## src/hw/rtl/mcbar_pkg.sv

```systemverilog
// Package for the multi-cell bridge converter reader.
// Holds the fixed sample width, the line count, register indexes and the control struct.
// No dependencies.
package mcbar_pkg;

	localparam int SAMPLE_BITS = 24;
	localparam int LINE_COUNT = 8;
	localparam int PHASE_W = 7;
	localparam int BITPOS_W = 5;
	localparam int COUNT_W = 4;
	localparam int GAIN_W = 2;
	localparam int CFG_DATA_W = 8;
	localparam int CFG_INDEX_W = 2;
	localparam int CELL_IDX_W = 3;

	typedef enum logic [CFG_INDEX_W-1:0] {
		REG_CELL_COUNT   = 2'd0,
		REG_PRESENT_MASK = 2'd1,
		REG_GAIN_PULSES  = 2'd2
	} reg_index_t;

	typedef struct packed {
		logic                sck;
		logic                sample_en;
		logic [BITPOS_W-1:0] bitpos;
		logic                frame_end;
	} ctrl_t;

endpackage

```

## src/hw/rtl/mcbar_seq.sv

```systemverilog
// Frame sequencer: phase counter, clock level, readiness check and frame end.
// Depends on mcbar_pkg.
module mcbar_seq (
	input  logic                                  clk,
	input  logic                                  arst_n,
	input  logic                                  step_en,
	input  logic [mcbar_pkg::LINE_COUNT-1:0]      dout_lines,
	input  logic [mcbar_pkg::LINE_COUNT-1:0]      present_mask,
	input  logic [mcbar_pkg::LINE_COUNT-1:0]      active_mask,
	input  logic [mcbar_pkg::GAIN_W-1:0]          gain_pulses,
	output mcbar_pkg::ctrl_t                      ctrl
);

	localparam logic [mcbar_pkg::PHASE_W-1:0] DATA_HALVES =
		mcbar_pkg::PHASE_W'(2 * mcbar_pkg::SAMPLE_BITS);

	logic [mcbar_pkg::PHASE_W-1:0] phase_q;
	logic [mcbar_pkg::PHASE_W-1:0] end_phase;
	logic                          idle;
	logic                          lines_ready;

	assign idle = (phase_q == '0);
	assign end_phase = DATA_HALVES + {(mcbar_pkg::PHASE_W-1)'(gain_pulses), 1'b0};
	assign lines_ready = ~|(present_mask & active_mask & dout_lines);

	always_comb begin
		ctrl.sck = phase_q[0];
		ctrl.sample_en = !idle && phase_q[0] && (phase_q < DATA_HALVES);
		ctrl.bitpos = mcbar_pkg::BITPOS_W'(mcbar_pkg::SAMPLE_BITS - 1)
			- phase_q[mcbar_pkg::BITPOS_W:1];
		ctrl.frame_end = !idle && !phase_q[0] && (phase_q >= end_phase);
	end

	always_ff @(posedge clk or negedge arst_n) begin
		if (!arst_n) begin
			phase_q <= '0;
		end else if (step_en) begin
			if (idle) begin
				phase_q <= lines_ready ? mcbar_pkg::PHASE_W'(1) : '0;
			end else if (ctrl.frame_end) begin
				phase_q <= '0;
			end else begin
				phase_q <= phase_q + mcbar_pkg::PHASE_W'(1);
			end
		end
	end

endmodule

```

## src/hw/rtl/mcbar_lane.sv

```systemverilog
// One cell lane: shifts its data-out line into a 24-bit reading, MSB first.
// Depends on mcbar_pkg.
module mcbar_lane (
	input  logic                               clk,
	input  logic                               arst_n,
	input  logic                               step_en,
	input  mcbar_pkg::ctrl_t                   ctrl,
	input  logic                               active,
	input  logic                               present,
	input  logic                               line,
	output logic [mcbar_pkg::SAMPLE_BITS-1:0]  value
);

	logic [mcbar_pkg::SAMPLE_BITS-1:0] shifter_q;
	logic                              bit_in;

	// An absent cell shifts in the pattern of the most negative reading.
	assign bit_in = present ? line
		: (ctrl.bitpos == mcbar_pkg::BITPOS_W'(mcbar_pkg::SAMPLE_BITS - 1));
	assign value = shifter_q;

	always_ff @(posedge clk or negedge arst_n) begin
		if (!arst_n) begin
			shifter_q <= '0;
		end else if (step_en && ctrl.sample_en && active) begin
			shifter_q[ctrl.bitpos] <= bit_in;
		end
	end

endmodule

```

## src/hw/rtl/mcbar_merge.sv

```systemverilog
// Output stage: holds the tick result, or walks the lane readings at frame end.
// Depends on mcbar_pkg.
module mcbar_merge #(
	parameter int LANES = 8
) (
	input  logic                                    clk,
	input  logic                                    arst_n,
	input  logic                                    step_en,
	input  mcbar_pkg::ctrl_t                        ctrl,
	input  logic [mcbar_pkg::COUNT_W-1:0]           n_cells,
	input  logic [mcbar_pkg::SAMPLE_BITS-1:0]       lane_values [LANES],
	output logic                                    in_ready,
	output logic                                    out_valid,
	input  logic                                    out_ready,
	output logic                                    sck_level,
	output logic                                    sample_valid,
	output logic [mcbar_pkg::CELL_IDX_W-1:0]        cell_index,
	output logic signed [mcbar_pkg::SAMPLE_BITS-1:0] sample_value,
	output logic                                    last_cell
);

	localparam int IDX_W = (LANES > 1) ? $clog2(LANES) : 1;

	logic                              valid_q;
	logic                              burst_q;
	logic                              sck_q;
	logic [IDX_W-1:0]                  idx_q;
	logic [mcbar_pkg::COUNT_W-1:0]     n_q;
	logic                              is_last;
	logic [mcbar_pkg::SAMPLE_BITS-1:0] sel_value;

	assign is_last = ({{(mcbar_pkg::COUNT_W + 1 - IDX_W){1'b0}}, idx_q}
		+ (mcbar_pkg::COUNT_W + 1)'(1)) == {1'b0, n_q};

	always_comb begin
		sel_value = '0;
		for (int i = 0; i < LANES; i++) begin
			if (idx_q == IDX_W'(i)) begin
				sel_value = lane_values[i];
			end
		end
	end

	assign in_ready = !valid_q || (out_ready && (!burst_q || is_last));
	assign out_valid = valid_q;
	assign sck_level = burst_q ? 1'b0 : sck_q;
	assign sample_valid = burst_q;
	assign cell_index = burst_q ? mcbar_pkg::CELL_IDX_W'(idx_q) : '0;
	assign sample_value = burst_q ? $signed(sel_value) : '0;
	assign last_cell = burst_q && is_last;

	always_ff @(posedge clk or negedge arst_n) begin
		if (!arst_n) begin
			valid_q <= 1'b0;
			burst_q <= 1'b0;
			idx_q <= '0;
		end else if (step_en) begin
			valid_q <= 1'b1;
			idx_q <= '0;
			burst_q <= ctrl.frame_end && (n_cells != '0);
		end else if (valid_q && out_ready) begin
			if (burst_q && !is_last) begin
				idx_q <= idx_q + IDX_W'(1);
			end else begin
				valid_q <= 1'b0;
				burst_q <= 1'b0;
			end
		end
	end

	always_ff @(posedge clk) begin
		if (step_en) begin
			sck_q <= ctrl.sck;
			n_q <= n_cells;
		end
	end

endmodule

```

## src/hw/rtl/multi_cell_bridge_adc_reader.sv

```systemverilog
// Multi-cell bridge converter reader on one shared serial clock, one lane per cell.
// Output: a tick's result is registered and presented in the cycle after the item is accepted.
// Throughput: one tick per cycle while out_ready is high; a frame-end tick holds the input
// while the lane readings are presented in order by the output stage.
// Reset: asynchronous, active low; idle phase, config at defaults; clock output not reset.
// Depends on mcbar_pkg, mcbar_seq, mcbar_lane and mcbar_merge.
module multi_cell_bridge_adc_reader #(
	parameter int MAX_CELLS = 8
) (
	input  logic                                     clk,
	input  logic                                     arst_n,
	input  logic                                     cfg_we,
	input  logic [mcbar_pkg::CFG_INDEX_W-1:0]        cfg_index,
	input  logic [mcbar_pkg::CFG_DATA_W-1:0]         cfg_data,
	input  logic                                     in_valid,
	output logic                                     in_ready,
	input  logic [mcbar_pkg::LINE_COUNT-1:0]         dout_lines,
	output logic                                     out_valid,
	input  logic                                     out_ready,
	output logic                                     sck_level,
	output logic                                     sample_valid,
	output logic [mcbar_pkg::CELL_IDX_W-1:0]         cell_index,
	output logic signed [mcbar_pkg::SAMPLE_BITS-1:0] sample_value,
	output logic                                     last_cell
);

	localparam int LANES = (MAX_CELLS < mcbar_pkg::LINE_COUNT) ? MAX_CELLS
		: mcbar_pkg::LINE_COUNT;

	logic [mcbar_pkg::COUNT_W-1:0]     cell_count_q;
	logic [mcbar_pkg::LINE_COUNT-1:0]  present_mask_q;
	logic [mcbar_pkg::GAIN_W-1:0]      gain_pulses_q;
	logic [mcbar_pkg::COUNT_W-1:0]     n_cells;
	logic [mcbar_pkg::LINE_COUNT-1:0]  active_mask;
	logic                              step_en;
	mcbar_pkg::ctrl_t                  ctrl;
	logic [mcbar_pkg::SAMPLE_BITS-1:0] lane_values [LANES];

	always_ff @(posedge clk or negedge arst_n) begin
		if (!arst_n) begin
			cell_count_q <= mcbar_pkg::COUNT_W'(8);
			present_mask_q <= '1;
			gain_pulses_q <= mcbar_pkg::GAIN_W'(1);
		end else if (cfg_we) begin
			case (cfg_index)
				mcbar_pkg::REG_CELL_COUNT: begin
					cell_count_q <= cfg_data[mcbar_pkg::COUNT_W-1:0];
				end
				mcbar_pkg::REG_PRESENT_MASK: begin
					present_mask_q <= cfg_data[mcbar_pkg::LINE_COUNT-1:0];
				end
				mcbar_pkg::REG_GAIN_PULSES: begin
					gain_pulses_q <= cfg_data[mcbar_pkg::GAIN_W-1:0];
				end
				default: begin
				end
			endcase
		end
	end

	assign n_cells = (cell_count_q < mcbar_pkg::COUNT_W'(LANES)) ? cell_count_q
		: mcbar_pkg::COUNT_W'(LANES);

	always_comb begin
		for (int i = 0; i < mcbar_pkg::LINE_COUNT; i++) begin
			active_mask[i] = (mcbar_pkg::COUNT_W'(i) < n_cells);
		end
	end

	assign step_en = in_valid && in_ready;

	mcbar_seq u_seq (
		.clk          (clk),
		.arst_n       (arst_n),
		.step_en      (step_en),
		.dout_lines   (dout_lines),
		.present_mask (present_mask_q),
		.active_mask  (active_mask),
		.gain_pulses  (gain_pulses_q),
		.ctrl         (ctrl)
	);

	for (genvar g = 0; g < LANES; g++) begin : g_lane
		mcbar_lane u_lane (
			.clk     (clk),
			.arst_n  (arst_n),
			.step_en (step_en),
			.ctrl    (ctrl),
			.active  (active_mask[g]),
			.present (present_mask_q[g]),
			.line    (dout_lines[g]),
			.value   (lane_values[g])
		);
	end

	mcbar_merge #(
		.LANES (LANES)
	) u_merge (
		.clk          (clk),
		.arst_n       (arst_n),
		.step_en      (step_en),
		.ctrl         (ctrl),
		.n_cells      (n_cells),
		.lane_values  (lane_values),
		.in_ready     (in_ready),
		.out_valid    (out_valid),
		.out_ready    (out_ready),
		.sck_level    (sck_level),
		.sample_valid (sample_valid),
		.cell_index   (cell_index),
		.sample_value (sample_value),
		.last_cell    (last_cell)
	);

endmodule
```

## config.mk

```make
export PLATFORM = sky130hd
export DESIGN_NAME = multi_cell_bridge_adc_reader
export DESIGN_NICKNAME = d
export VERILOG_FILES = /design/src/hw/rtl/mcbar_pkg.sv /design/src/hw/rtl/mcbar_seq.sv /design/src/hw/rtl/mcbar_lane.sv /design/src/hw/rtl/mcbar_merge.sv /design/src/hw/rtl/multi_cell_bridge_adc_reader.sv
export SDC_FILE = /design/constraint.sdc
export NUM_CORES = 1
export LEC_CHECK = 0
export ABC_AREA = 1
export BUFFER_PORTS_ARGS = -buffer_cell sky130_fd_sc_hd__buf_2
export CAP_MARGIN = 40
export CORE_MARGIN = 2
export CORE_UTILIZATION = 25
export DETAILED_ROUTE_END_ITERATION = 10
export MAX_ROUTING_LAYER = met4
export PLACE_DENSITY = 0.48
export SKIP_CTS_REPAIR_TIMING = 1
export SLEW_MARGIN = 20
export SYNTH_ARGS = -nofsm -noshare
export SYNTH_HDL_FRONTEND = slang
export SYNTH_SLANG_ARGS = --single-unit
export TNS_END_PERCENT = 10
```

## constraint.sdc

```tcl
create_clock -name clk -period 3.4 [get_ports clk]
set_clock_uncertainty 0.05 [all_clocks]
set_input_delay 0.17 -clock clk [delete_from_list [all_inputs] [get_ports clk]]
set_output_delay 0.17 -clock clk [all_outputs]
set_load 0.01 [all_outputs]
```

==> flow_summary.ini <==
[outcome]
status = finished clean

[yosys]
syn-num-nets = 1845
synth_cell_types = 33
ys_seq_elements = 223
ys_warn_count = 0
syn_inst = 1808
avgSynthCellArea_sq_um = 7.12
synth_seq_area_share = 0.436
synth_area_sq_um = 12900

[cts]
clockBufferDepth = 3
numCtsBuffers = 28
insertion_delay_ns = 0.56
cts_sinks = 223
clk_pin_slew_ns = 0.06
cts_max_level = 1
root_buffer = clkbuf_16
cts_tree = built

[die]
die_w_um = 231
core.rowCount = 83
coreArea_sq_um = 51100
ioPinCount = 55
start_util = 0.252
die-area_sq_um = 53300
dieHeight_um = 231

[finish]
fillers = 5554
area_growth_pct = 17.1
drive_gt1_frac = 0.114
fin_nets = 1870
most-common-layout-cells = nand2_1, nand3_1, dfrtp_1
layout_commonest_cell = nand2_1
n_antenna_cell = 0

[routing]
drt_iter0_markers = 943
dr_total_vias = 12400
drtAntennaViolNets = 0
drt_wl_total_um = 46800
vias_per_cell = 4.90
drc = 0
drt-pass1-iter-count = 5
wl_per_cell_um = 18.5

[placed_design]
hpwl_um = 27500
gp_congestion = 0.821
post-place-ws_ns = 0.494
portBuffers = 54

[global_routing]
grt_pass1_vias = 11900
grt_use_total = 0.181
grt-ovfl-total = 0
grt_max_degree = 83
grt_pass1_wl_um = 73200
antenna_found_initial = 0

[sta]
hold_viol = 0
rsz0062_at_grt = no
period_share = 0.929
period_minus_slack_ns = 3.16
setup_viol = 0
setup_ws_ns = 0.241
max-slew-margin-rel = 0.523
maxClockFrequency_mhz = 317
holdWs_ns = 0.130
worstMarginPinSlew_ns = 0.716
drv_slew = 0

[setup_path]
start_kind = flip-flop
setup.worst_path.class = flip-flop to output pin
cp_max_fo = 24
arrival_ns = 2.94
worstPathRequired_ns = 3.18
end_kind = output pin

[job]
drv_cap = 0

[hold_path]
hold_path.class = input pin to flip-flop

[pwr]
leakagePower_uw = 0.00752
p_per_area_nw_per_um2 = 740
ir_drop_uv = 454
cells by family after synthesis:
| family | after synthesis | synth area share |
|---|---|---|
| multiplexers | 4 | 0.00350 |
| flip-flops | 223 | 0.436 |
| buffers and inverters | 217 | 0.0792 |
| AND/OR/NAND/NOR | 1193 | 0.404 |
| XOR/XNOR | 4 | 0.00272 |
| adder cells (fa/ha/maj) | 14 | 0.0136 |
| AO/OA/AOI/OAI | 153 | 0.0609 |
cells in the mapped netlist:
master      n  area share
nor2_1    139       0.041
nand3_2     1     0.00078
clkbuf_1   93       0.027
o21bai_4    1      0.0015
dfrtp_1   208        0.40
nor3_1      3      0.0012
nor2_2      2     0.00097
and2_1      1     0.00049
nor2_4      8      0.0070
o22ai_1     2     0.00097
nand4_4     1      0.0017
dfstp_2    10       0.020
or2_2       2     0.00097
clkinv_1    2     0.00058
nand3b_1    2      0.0012
nand3_1   469        0.18
ha_1       14       0.014
xnor2_1     1     0.00068
edfxtp_1    5       0.012
xor2_1      3      0.0020
mux2_2      4      0.0035
buf_6      16       0.014
o21ai_1    10      0.0039
buf_1       4      0.0012
nand4_1     6      0.0029
a21oi_1    49       0.019
nand4_2     1     0.00097
o21ai_0    90       0.035
inv_1      74       0.022
buf_2       8      0.0031
nand2_1   558        0.16
buf_4      20       0.012
o21bai_1    1     0.00058
where the power goes:
| part | internal [uW] | switching (uW) | total, uW |
|---|---|---|---|
| Sequential | 3060 | 276 | 3330 |
| Clock | 1940 | 1260 | 3200 |
| Combinational | 1130 | 3500 | 4630 |
stage by stage:
step	power, uW	utilization	TNS [ns]	cell area [sq um]	std cells
after floorplan	6110	-	0	12900	1808
after global routing	11800	0.295	0	15100	2535
after CTS	11200	0.292	-0.149	14900	2521
after detailed placement	7970	0.273	0	13900	2469
after global placement	7920	0.272	0	13900	2468
final	11200	0.295	0	15100	2535
layer usage:
| metal | share of wire | track usage |
|---|---|---|
| met1 | 0.43 | 0.227 |
| met2 | 0.49 | 0.304 |
| met3 | 0.048 | 0.0227 |
| met4 | 0.025 | 0.0538 |
| met5 | 0 | - |
state kept, by name, summed over array words and instances, names as in the netlist:
register and count:
u_seq.phase_q 7, u_merge.idx_q 3, gain_pulses_q 2, g_lane.u_lane.value 192
u_merge.out_valid 1, cell_count_q 4, u_merge.n_q 4, u_merge.sample_valid 1
u_merge.sck_q 1, present_mask_q 8
critical path, stage by stage (launching register included):
cell     delay (ns)
dfrtp_2        0.47
inv_1          0.13
ha_1           0.18
inv_1          0.05
nor2_1         0.08
buf_4          0.33
nand3_1        0.12
nand3_1        0.11
a21oi_1        0.08
o21ai_0        0.25
a21oi_1        0.14
nor2_1         0.24
buf_2          0.19
path summary, 6_finish.rpt:
kind,from,slack [ns],end,cells after the start
max,u_merge.idx_q[0],0.24,sample_value[19],12
min,dout_lines[1],0.13,u_seq.phase_q[0],8
max reg2reg,u_merge.idx_q[0],0.55,g_lane[6].u_lane.value[12],12
min reg2reg,g_lane[7].u_lane.value[10],0.42,g_lane[7].u_lane.value[10],2
max in group asynchronous,arst_n,2.19,g_lane[0].u_lane.value[5],3
min in group asynchronous,arst_n,0.16,g_lane[4].u_lane.value[19],2
area by class of cell:
cell class	count	area [sq um]	area share
flip-flops and latches	223	5620	0.373
clock buffers	45	895	0.0593
well taps	680	851	0.0564
multi-input cells	1368	6270	0.416
inverters	76	289	0.0192
clock inverters	7	100	0.00664
repair buffers	136	1050	0.0696
Power figures use the tool's default switching activity.
